## config.mk

```make
export PLATFORM = sky130hd
export DESIGN_NAME = dda_line_pixel_writer
export DESIGN_NICKNAME = d
export VERILOG_FILES = /design/src/sv/dlpw_pkg.sv /design/src/sv/dlpw_ctrl.sv /design/src/sv/dlpw_datapath.sv /design/src/sv/dda_line_pixel_writer.sv
export VERILOG_INCLUDE_DIRS = /design/src /design/src/sv
export SDC_FILE = /design/constraint.sdc
export NUM_CORES = 1
export LEC_CHECK = 0
export BUFFER_PORTS_ARGS = -buffer_cell sky130_fd_sc_hd__buf_2
export CAP_MARGIN = 10
export CORE_MARGIN = 1.5
export CORE_UTILIZATION = 64
export DETAILED_ROUTE_END_ITERATION = 12
export PLACE_DENSITY = 0.95
export SLEW_MARGIN = 0
export SYNTH_ARGS = -nofsm -noshare
export SYNTH_HDL_FRONTEND = slang
export SYNTH_SLANG_ARGS = --single-unit
```

## constraint.sdc

```tcl
create_clock -name clk_i -period 17.4 [get_ports clk_i]
set_input_delay 0.87 -clock clk_i [delete_from_list [all_inputs] [get_ports clk_i]]
set_output_delay 0.87 -clock clk_i [all_outputs]
set_load 0.01 [all_outputs]
```

## src/sv/assert_macros.svh

```systemverilog
`ifndef ASSERT_MACROS_SVH
`define ASSERT_MACROS_SVH

// Check a property on every rising edge outside of reset.
`define DLPW_ASSERT(lbl, prop, msg) \
  lbl: assert property (@(posedge clk_i) disable iff (!rst_ni) (prop)) else $error(msg);

// Check a property on every rising edge, reset included.
`define DLPW_ASSERT_ALWAYS(lbl, prop, msg) \
  lbl: assert property (@(posedge clk_i) (prop)) else $error(msg);

`endif

```

## src/sv/dlpw_pkg.sv

```systemverilog
package dlpw_pkg;

  // Side of the square coordinate tile is 2**CoordBits.
  localparam int unsigned CoordBits = 6;

  localparam int unsigned InDataBits  = 56;
  localparam int unsigned OutDataBits = 80;
  localparam int unsigned CfgIdxBits  = 1;

  localparam logic [CfgIdxBits-1:0] RegFrameBase = 1'd0;
  localparam logic [CfgIdxBits-1:0] RegRowBytes  = 1'd1;

  localparam logic [15:0] RowBytesReset = 16'd256;

  typedef enum logic {
    StIdle,
    StRun
  } dlpw_state_e;

  // Controller to datapath.
  typedef struct packed {
    logic load;  // latch a new line command
    logic emit;  // register the current pixel and advance the walk
  } dlpw_cmd_t;

  // Datapath to controller.
  typedef struct packed {
    logic slot_free;  // output register may take a pixel this cycle
    logic last;       // current pixel is the final one of the line
  } dlpw_sts_t;

endpackage

```

## src/sv/dlpw_ctrl.sv

```systemverilog
module dlpw_ctrl (
  input  logic                clk_i,
  input  logic                rst_ni,
  input  logic                in_valid_i,
  output logic                in_ready_o,
  output dlpw_pkg::dlpw_cmd_t cmd_o,
  input  dlpw_pkg::dlpw_sts_t sts_i
);
  import dlpw_pkg::*;

  dlpw_state_e state_q, state_d;

  // Next state: run from command transfer until the last pixel is registered.
  always_comb begin
    state_d = state_q;
    unique case (state_q)
      StIdle: begin
        if (in_valid_i) state_d = StRun;
      end
      StRun: begin
        if (sts_i.slot_free && sts_i.last) state_d = StIdle;
      end
      default: state_d = StIdle;
    endcase
  end

  // Outputs.
  always_comb begin
    in_ready_o = 1'b0;
    cmd_o      = '0;
    unique case (state_q)
      StIdle: begin
        in_ready_o = 1'b1;
        cmd_o.load = in_valid_i;
      end
      StRun: begin
        cmd_o.emit = sts_i.slot_free;
      end
      default: ;
    endcase
  end

  always_ff @(posedge clk_i or negedge rst_ni) begin
    if (!rst_ni) begin
      state_q <= StIdle;
    end else begin
      state_q <= state_d;
    end
  end

endmodule

```

## src/sv/dlpw_datapath.sv

```systemverilog
module dlpw_datapath (
  input  logic                              clk_i,
  input  logic                              rst_ni,
  input  logic                              cfg_valid_i,
  input  logic [dlpw_pkg::CfgIdxBits-1:0]   cfg_index_i,
  input  logic [31:0]                       cfg_data_i,
  input  logic [dlpw_pkg::InDataBits-1:0]   in_data_i,
  input  dlpw_pkg::dlpw_cmd_t               cmd_i,
  output dlpw_pkg::dlpw_sts_t               sts_o,
  output logic                              out_valid_o,
  input  logic                              out_ready_i,
  output logic [dlpw_pkg::OutDataBits-1:0]  out_data_o,
  output logic                              out_last_o
);
  import dlpw_pkg::*;

  localparam int unsigned CB = CoordBits;

  // Configuration registers.
  logic [31:0] frame_base_q;
  logic [15:0] row_bytes_q;

  always_ff @(posedge clk_i or negedge rst_ni) begin
    if (!rst_ni) begin
      frame_base_q <= '0;
      row_bytes_q  <= RowBytesReset;
    end else if (cfg_valid_i) begin
      unique case (cfg_index_i)
        RegFrameBase: frame_base_q <= cfg_data_i;
        RegRowBytes:  row_bytes_q  <= cfg_data_i[15:0];
        default: ;
      endcase
    end
  end

  // Unpack the command, keeping the low coordinate bits only.
  logic [CB-1:0] x1_in, y1_in, x2_in, y2_in;
  logic [31:0]   word_in;
  logic [CB:0]   dx, dy;
  logic          xneg_in, yneg_in;
  logic [CB-1:0] xmag_in, ymag_in, steps_in;

  always_comb begin
    x1_in   = in_data_i[CB-1:0];
    y1_in   = in_data_i[6+CB-1:6];
    x2_in   = in_data_i[12+CB-1:12];
    y2_in   = in_data_i[18+CB-1:18];
    // byte order is reversed: alpha goes to word bits [31:24], blue to [7:0]
    word_in = {in_data_i[31:24], in_data_i[39:32], in_data_i[47:40], in_data_i[55:48]};
    dx      = {1'b0, x2_in} - {1'b0, x1_in};
    dy      = {1'b0, y2_in} - {1'b0, y1_in};
    xneg_in = dx[CB];
    yneg_in = dy[CB];
    xmag_in = xneg_in ? CB'(-dx) : dx[CB-1:0];
    ymag_in = yneg_in ? CB'(-dy) : dy[CB-1:0];
    steps_in = (xmag_in > ymag_in) ? xmag_in : ymag_in;
  end

  // Line state: k*mag = q*steps + r on each axis.
  logic [CB-1:0] x1_q, y1_q, xmag_q, ymag_q, steps_q, k_q;
  logic [CB-1:0] xq_q, xr_q, yq_q, yr_q;
  logic          xneg_q, yneg_q;
  logic [31:0]   word_q;

  logic [CB:0]   xsum, ysum;
  logic          xcarry, ycarry;
  logic [CB-1:0] px, py;

  always_comb begin
    xsum   = {1'b0, xr_q} + {1'b0, xmag_q};
    ysum   = {1'b0, yr_q} + {1'b0, ymag_q};
    xcarry = xsum >= {1'b0, steps_q};
    ycarry = ysum >= {1'b0, steps_q};
    // Negative direction: floor of minus the quotient rounds away from start.
    px = xneg_q ? (x1_q - xq_q - CB'(xr_q != '0)) : (x1_q + xq_q);
    py = yneg_q ? (y1_q - yq_q - CB'(yr_q != '0)) : (y1_q + yq_q);
  end

  always_ff @(posedge clk_i) begin
    if (cmd_i.load) begin
      x1_q    <= x1_in;
      y1_q    <= y1_in;
      xneg_q  <= xneg_in;
      yneg_q  <= yneg_in;
      xmag_q  <= xmag_in;
      ymag_q  <= ymag_in;
      steps_q <= steps_in;
      word_q  <= word_in;
      k_q     <= '0;
      xq_q    <= '0;
      xr_q    <= '0;
      yq_q    <= '0;
      yr_q    <= '0;
    end else if (cmd_i.emit) begin
      // Advance one step; r stays below steps so one subtract suffices.
      k_q  <= k_q + 1'b1;
      xq_q <= xcarry ? xq_q + 1'b1 : xq_q;
      xr_q <= xcarry ? CB'(xsum - {1'b0, steps_q}) : xsum[CB-1:0];
      yq_q <= ycarry ? yq_q + 1'b1 : yq_q;
      yr_q <= ycarry ? CB'(ysum - {1'b0, steps_q}) : ysum[CB-1:0];
    end
  end

  // Byte address of the current pixel.
  logic [CB+15:0] row_off;
  logic [31:0]    addr;

  always_comb begin
    row_off = py * row_bytes_q;
    addr    = frame_base_q + 32'(row_off) + 32'({px, 2'b00});
  end

  // Output register.
  logic              out_valid_q, out_valid_d;
  logic [5:0]        opx_q, opy_q;
  logic [31:0]       oaddr_q, oword_q;
  logic              olast_q;

  assign sts_o.slot_free = !out_valid_q || out_ready_i;
  assign sts_o.last      = (k_q == steps_q);

  always_comb begin
    out_valid_d = out_valid_q;
    if (cmd_i.emit)       out_valid_d = 1'b1;
    else if (out_ready_i) out_valid_d = 1'b0;
  end

  always_ff @(posedge clk_i or negedge rst_ni) begin
    if (!rst_ni) begin
      out_valid_q <= 1'b0;
    end else begin
      out_valid_q <= out_valid_d;
    end
  end

  always_ff @(posedge clk_i) begin
    if (cmd_i.emit) begin
      opx_q   <= 6'(px);
      opy_q   <= 6'(py);
      oaddr_q <= addr;
      oword_q <= word_q;
      olast_q <= sts_o.last;
    end
  end

  assign out_valid_o = out_valid_q;
  assign out_last_o  = olast_q;
  assign out_data_o  = {4'b0000, oword_q, oaddr_q, opy_q, opx_q};

endmodule

```

## src/sv/dda_line_pixel_writer.sv

```systemverilog
// Channel    | Dir | Handshake                 | Payload
// s_axis     | in  | s_axis_tvalid/tready      | tdata: line command
// m_axis     | out | m_axis_tvalid/tready      | tdata: pixel write, tlast: last pixel
// cfg        | in  | cfg_valid/cfg_ready       | cfg_index, cfg_data
//
// A line of steps = max(|dx|,|dy|) gives steps+1 pixels, one per cycle while m_axis
// is not stalled, set by the single step of the remainder walk and the address multiply per cycle.
// A command is taken only when idle; the next one is taken the cycle after the
// last pixel enters the output register.
// A stall on m_axis holds the output register and freezes the walk.
// Reset is asynchronous: frame_base clears, row_bytes goes to 256.
`include "assert_macros.svh"

module dda_line_pixel_writer (
  input  logic                              clk_i,
  input  logic                              rst_ni,
  input  logic                              cfg_valid_i,
  output logic                              cfg_ready_o,
  input  logic [dlpw_pkg::CfgIdxBits-1:0]   cfg_index_i,
  input  logic [31:0]                       cfg_data_i,
  input  logic                              s_axis_tvalid_i,
  output logic                              s_axis_tready_o,
  // start_x[5:0] start_y[11:6] end_x[17:12] end_y[23:18]
  // alpha[31:24] red[39:32] green[47:40] blue[55:48]
  input  logic [dlpw_pkg::InDataBits-1:0]   s_axis_tdata_i,
  output logic                              m_axis_tvalid_o,
  input  logic                              m_axis_tready_i,
  // pixel_x[5:0] pixel_y[11:6] pixel_addr[43:12] pixel_word[75:44], zeros above
  output logic [dlpw_pkg::OutDataBits-1:0]  m_axis_tdata_o,
  output logic                              m_axis_tlast_o
);
  import dlpw_pkg::*;

  dlpw_cmd_t cmd;
  dlpw_sts_t sts;

  assign cfg_ready_o = 1'b1;

  dlpw_ctrl u_ctrl (
    .clk_i      (clk_i),
    .rst_ni     (rst_ni),
    .in_valid_i (s_axis_tvalid_i),
    .in_ready_o (s_axis_tready_o),
    .cmd_o      (cmd),
    .sts_i      (sts)
  );

  dlpw_datapath u_datapath (
    .clk_i       (clk_i),
    .rst_ni      (rst_ni),
    .cfg_valid_i (cfg_valid_i),
    .cfg_index_i (cfg_index_i),
    .cfg_data_i  (cfg_data_i),
    .in_data_i   (s_axis_tdata_i),
    .cmd_i       (cmd),
    .sts_o       (sts),
    .out_valid_o (m_axis_tvalid_o),
    .out_ready_i (m_axis_tready_i),
    .out_data_o  (m_axis_tdata_o),
    .out_last_o  (m_axis_tlast_o)
  );

  // No pixel is registered while a command may be taken.
  `DLPW_ASSERT(a_no_emit_when_ready, s_axis_tready_o |-> !cmd.emit, "emit while idle")
  // A pixel never overwrites one that is still stalled.
  `DLPW_ASSERT(a_no_overwrite, cmd.emit |-> (!m_axis_tvalid_o || m_axis_tready_i),
    "output overwritten")
  // After a command transfer the block is busy.
  `DLPW_ASSERT(a_busy_after_load, cmd.load |=> !s_axis_tready_o, "ready after load")

endmodule
```

== After elaboration in Yosys (flattened, before gate mapping) ==
Index checks and enable logic that the tools add are counted.

* Flip-flop bits (word level): 221
* Input port bits: 94
* Logic and storage cells: 73

* Add/sub/neg operators: 19
* Multipliers: 1
* Order comparisons: 3
* Equal/unequal tests: 1
* Mux-type cells: 15
* Bitwise logic cells: 2
* Reductions and logical operators: 10

{| class="wikitable"
|+ Operators with widths
! operator !! number
|-
| 2-to-1 mux 6 bit || 7
|-
| adder 32 x 22 -> 32 bit || 1
|-
| adder 32 x 8 -> 32 bit || 1
|-
| subtractor 6 bit || 4
|-
| multiplier 6 x 16 -> 22 bit || 1
|-
| adder 6 x 1 -> 6 bit, second input constant || 3
|-
| adder 6 x 6 -> 7 bit || 2
|-
| greater-or-equal comparator 7 x 6 -> 1 bit || 2
|-
| subtractor 6 x 6 -> 7 bit || 2
|-
| adder 6 bit || 2
|-
| negation 6 bit || 2
|-
| nonzero test 6 bit || 2
|-
| subtractor 6 x 1 -> 6 bit || 2
|-
| AND reduction 2 bit || 4
|-
| 2-to-1 mux 1 bit || 7
|-
| equality test 6 bit || 1
|-
| greater-than comparator 6 bit || 1
|-
| inverter 1 bit || 2
|-
| one-hot mux 1 bit (2 select lines) || 1
|-
| nonzero test 2 bit || 1
|-
| logical AND 1 bit || 1
|-
| logical NOT 1 bit || 1
|-
| logical OR 1 bit || 1
|}

== Logic depth before layout (Yosys ltp) ==
* Depth in word-level cells: 6
* Gate-level depth with buffers: 29
* Depth with buffers taken out: 27

== Cells and area by module ==
Synthesis repeated with hierarchy kept, for this count alone.

* Cell total of the unflattened synthesis: 1271
* Area, all modules: 14290.0 µm²

{| class="wikitable"
|+ By module, submodules not included
! module !! times used !! cells an instance !! area an instance (µm²)
|-
| dlpw_datapath || 1 || 1263 || 14223.6
|-
| dlpw_ctrl || 1 || 6 || 55.1
|-
| dda_line_pixel_writer || 1 || 2 || 11.3
|}

== Least setup slack after synthesis ==
Ideal clock, no wire load.

* Path type: register -> register
* From: register u_datapath.yr_q[1]
* To: register u_datapath.oaddr_q[20] (data pin)
* Setup time: 0.260 ns
* Data arrival time: 6.634 ns
* Required time: 17.140 ns
* Slack: 10.506 ns
* Cell stages (with the launch flop): 29
* Path buffers: 1
* Period minus slack after synthesis: 6.894 ns
* Path through: dfxtp_1 nor4_1 nand2_1 fa_1 inv_1 ha_1 and2_1 o31a_1 o21a_1 o21a_1 o31ai_2 xnor2_2 buf_6 nand2_1 fa_1 fa_1 inv_1 fa_1 inv_1 fa_1 inv_1 ha_1 and3_1 a221oi_2 o21ai_1 a221oi_2 o221ai_1 a31oi_1 xnor2_1

* Word-level cells in the longest chain between the ends: 6

{| class="wikitable"
|+ RTL lines
! element !! RTL line !! source
|-
| from (decl) || dlpw_datapath.sv:61 || <nowiki>logic [CB-1:0] xq_q, xr_q, yq_q, yr_q;</nowiki>
|-
| from (signal assigned) || dlpw_datapath.sv:100 || <nowiki>yr_q <= ycarry ? CB'(ysum - {1'b0, steps_q}) : ysum[CB-1:0];</nowiki>
|-
| nonzero test 6 bit || dlpw_datapath.sv:76 || <nowiki>py = yneg_q ? (y1_q - yq_q - CB'(yr_q != '0)) : (y1_q + yq_q);</nowiki>
|-
| subtractor 6 x 1 -> 6 bit || dlpw_datapath.sv:76 ||
|-
| 2-to-1 mux 6 bit || dlpw_datapath.sv:76 ||
|-
| named net u_datapath.py[5] || dlpw_datapath.sv:67 || <nowiki>logic [CB-1:0] px, py;</nowiki>
|-
| multiplier 6 x 16 -> 22 bit || dlpw_datapath.sv:109 || <nowiki>row_off = py * row_bytes_q;</nowiki>
|-
| adder 32 x 22 -> 32 bit || dlpw_datapath.sv:110 || <nowiki>addr = frame_base_q + 32'(row_off) + 32'({px, 2'b00});</nowiki>
|-
| adder 32 x 8 -> 32 bit || dlpw_datapath.sv:110 ||
|-
| named net u_datapath.addr[20] || dlpw_datapath.sv:106 || <nowiki>logic [31:0] addr;</nowiki>
|-
| to (signal assigned) || dlpw_datapath.sv:140 || <nowiki>oaddr_q <= addr;</nowiki>
|-
| to (decl) || dlpw_datapath.sv:116 || <nowiki>logic [31:0] oaddr_q, oword_q;</nowiki>
|}

The timed path passes the listed nets, and every way through them passes these cells.
A chain may end at the register's enable or synchronous reset.

== Worst setup path in the final report ==
* From: register u_datapath.yr_q[1]
* To: register u_datapath.oaddr_q[28] (data pin)

* Word-level cells in the longest chain between the ends: 6

{| class="wikitable"
|+ RTL lines
! element !! RTL line
|-
| nonzero test 6 bit || dlpw_datapath.sv:76
|-
| subtractor 6 x 1 -> 6 bit || dlpw_datapath.sv:76
|-
| 2-to-1 mux 6 bit || dlpw_datapath.sv:76
|-
| multiplier 6 x 16 -> 22 bit || dlpw_datapath.sv:109
|-
| adder 32 x 22 -> 32 bit || dlpw_datapath.sv:110
|-
| adder 32 x 8 -> 32 bit || dlpw_datapath.sv:110
|-
| named net u_datapath.addr[28] || dlpw_datapath.sv:106
|}

The timed path passes the listed nets, and every way through them passes these cells.

==> metrics.cfg <==
[routing]
viasPerCell=5.90
num_vias=10423
wirelength_um=33900
wl_per_cell_um=19.2
drtAntennaViolNets=0
drtPass1Iterations=7
first_iter_violations=729
drc_errors=0

[critical_path]
required_ns=17.68
critPathKind=reg2reg
critPathMaxFanout=17
crit_slowest_cell=xnor2_2
arrival_ns=8.17
cp_common_cell=fa_1
cp-start-kind=register
endpoint_kind=register
critical-path-max-stage-delay_ns=0.63

[timing]
fmax_mhz=127
fin_setup_tns_ns=0
hold_violations=0
slew_violations=0
fin_skew_ns=0.0312
worst_slew_pin_slew_ns=1.12
finalCritPeriodShare=0.453
slew_headroom=0.252
rsz0062_at_grt=no
finalSetupViolations=0
min_period_ns=7.89

[clock_tree]
cts_sinks=221
clock_path_buffers=3
numCtsBuffers=24
hold_buffers=0
clk_pin_slew_ns=0.06
postCtsSetupBuffers=0
root_buffer=clkbuf_16
clk_latency_ns=0.56
cts_resized=0
cts_tree=built
cts_htree_levels=1

[global_route]
busiest_layer=met2
grt_pass1_wl_um=53600
grt_pass1_vias=10901
use_met3=0.0465
met1_usage=0.324
grt_antenna_before_repair=2
globalRouteTotalUtil=0.288
grt_overflow=0
grt_max_degree=61
use_met2=0.535

[final_layout]
area_delta_synth_final_pct=13.1
fillers=1412
final_cell_mix=inv_1 (202), buf_2 (172), edfxtp_1 (141), ha_1 (121), fa_1 (93)
fin_nets=1776
layout-drive-gt1-share=0.201
final_common_cell=inv_1

[synth]
ys_warn_count=0
ys_seq_area_frac=0.420
synth-main-ff-cell=edfxtp_1
synth.cell_area_um2=14500
synth.distinct_cells=63
synth_edf_count=141
postSynthAreaPerCell_um2=11.2
ys_async_sr_fraction=0.226
synthCells=1290
synth-seq-cells=221

[die]
die_area_um2=23500
die_h_um=153
fp.dieW_um=153
coreArea_um2=22000
ios=178
num_rows=54
initial_utilization=0.657

[job]
maxCapViolCount=0

[place]
port_buffers=172
gp_congestion=0.907
dp_hpwl_um=24100

[min_path]
hp-class=reg2reg

[outcome]
status=complete, no violations

cell type report:
class	instances	area (um2)	area share
timing repair buffer	179	913	0.0558
clock buffer	31	627	0.0383
tap	280	350	0.0214
sequential	221	6090	0.372
clock inverter	13	141	0.00863
inverter	205	771	0.0471
multi-input combinational	837	7480	0.457
antenna	1	2.50	0.000153
worst max-delay path: cells and delay by family (launching register included):
kind	cells	cell delay, ns
buf+inv	4	0.26
flops	1	0.35
compound gates	7	1.77
xor+xnor	2	0.70
simple gates	7	1.45
fa+ha+maj	7	3.08
cell families after synthesis:
logic type,Yosys count,synth area share
AND/OR/NAND/NOR,262,0.0909
buffers and inverters,235,0.0640
flip-flops,221,0.420
adder cells (fa/ha/maj),214,0.233
AO/OA/AOI/OAI,211,0.0926
XOR/XNOR,80,0.0489
multiplexers,65,0.0494
other,2,0.000519
metrics by stage:
| step | instances | area, um2 | utilization | setup WS (ns) | hold WS [ns] |
|---|---|---|---|---|---|
| after global placement | 1722 | 15600 | 0.708 | 9.91 | 0.400 |
| after CTS | 1766 | 16400 | 0.743 | 9.56 | 0.411 |
| after floorplan | 1293 | 14500 | - | 10.51 | 0.400 |
| final | 1767 | 16400 | 0.743 | 9.51 | 0.411 |
| after detailed placement | 1722 | 15600 | 0.708 | 9.68 | 0.405 |
| after global routing | 1767 | 16400 | 0.743 | 9.08 | 0.415 |
routing by layer:
metal  wire length, um  up-vias
met5                10        -
met1             12400     5092
met3              2160      133
li1                  -     4712
met4              1540        2
met2             17800      484
Yosys cell counts, types with 7 or more instances:
library cell	number	area share
nor2_1	44	0.011
a21oi_1	67	0.023
edfxtp_1	141	0.29
xor2_1	29	0.018
mux2_2	52	0.040
a21o_1	18	0.0093
and2_1	47	0.020
o21a_1	9	0.0047
nand3_1	19	0.0066
and2_2	7	0.0036
ha_1	121	0.10
dfrtp_1	49	0.085
o31ai_1	7	0.0036
buf_4	7	0.0036
xnor2_1	50	0.030
nand2b_1	8	0.0035
dfxtp_1	30	0.041
mux2i_1	13	0.0090
and3_1	8	0.0035
clkbuf_1	17	0.0044
nand4_1	8	0.0035
o21ai_0	48	0.017
nor3_1	11	0.0038
o211ai_1	12	0.0062
inv_1	203	0.053
o21bai_1	9	0.0047
nor2b_1	7	0.0030
nand2_1	85	0.022
fa_1	93	0.13
registers in the layout, indices dropped and copies added, names as in the netlist, 6 cells and up:
name and count:
u_datapath.frame_base_q 32, u_datapath.k_q 6, u_datapath.oaddr_q 32, u_datapath.opx_q 6
u_datapath.opy_q 6, u_datapath.oword_q 32, u_datapath.row_bytes_q 16, u_datapath.steps_q 6
u_datapath.word_q 32, u_datapath.x1_q 6, u_datapath.xmag_q 6, u_datapath.xq_q 6
u_datapath.xr_q 6, u_datapath.y1_q 6, u_datapath.ymag_q 6, u_datapath.yq_q 6
u_datapath.yr_q 6
final timing paths:
kind                                                           endpoint  cells past startpoint                            start  slack (ns)
worst min register to register         u_datapath.oword_q[13]$_DFFE_PP_                      0  u_datapath.word_q[13]$_DFFE_PP_        0.41
max in group asynchronous        u_datapath.frame_base_q[7]$_DFFE_PN0P_                      2                           rst_ni       16.46
worst min-delay path                   u_datapath.oword_q[13]$_DFFE_PP_                      0  u_datapath.word_q[13]$_DFFE_PP_        0.41
worst max register to register         u_datapath.oaddr_q[28]$_DFFE_PP_                     27  u_datapath.yr_q[1]$_SDFFE_PP0P_        9.51
worst max-delay path                   u_datapath.oaddr_q[28]$_DFFE_PP_                     27  u_datapath.yr_q[1]$_SDFFE_PP0P_        9.51
min in group asynchronous       u_datapath.frame_base_q[10]$_DFFE_PN0P_                      2                           rst_ni        0.46
Power is left out: the tool's default activity adds up to more than one toggle a clock period on the data nets, which glitch-free logic cannot reach.
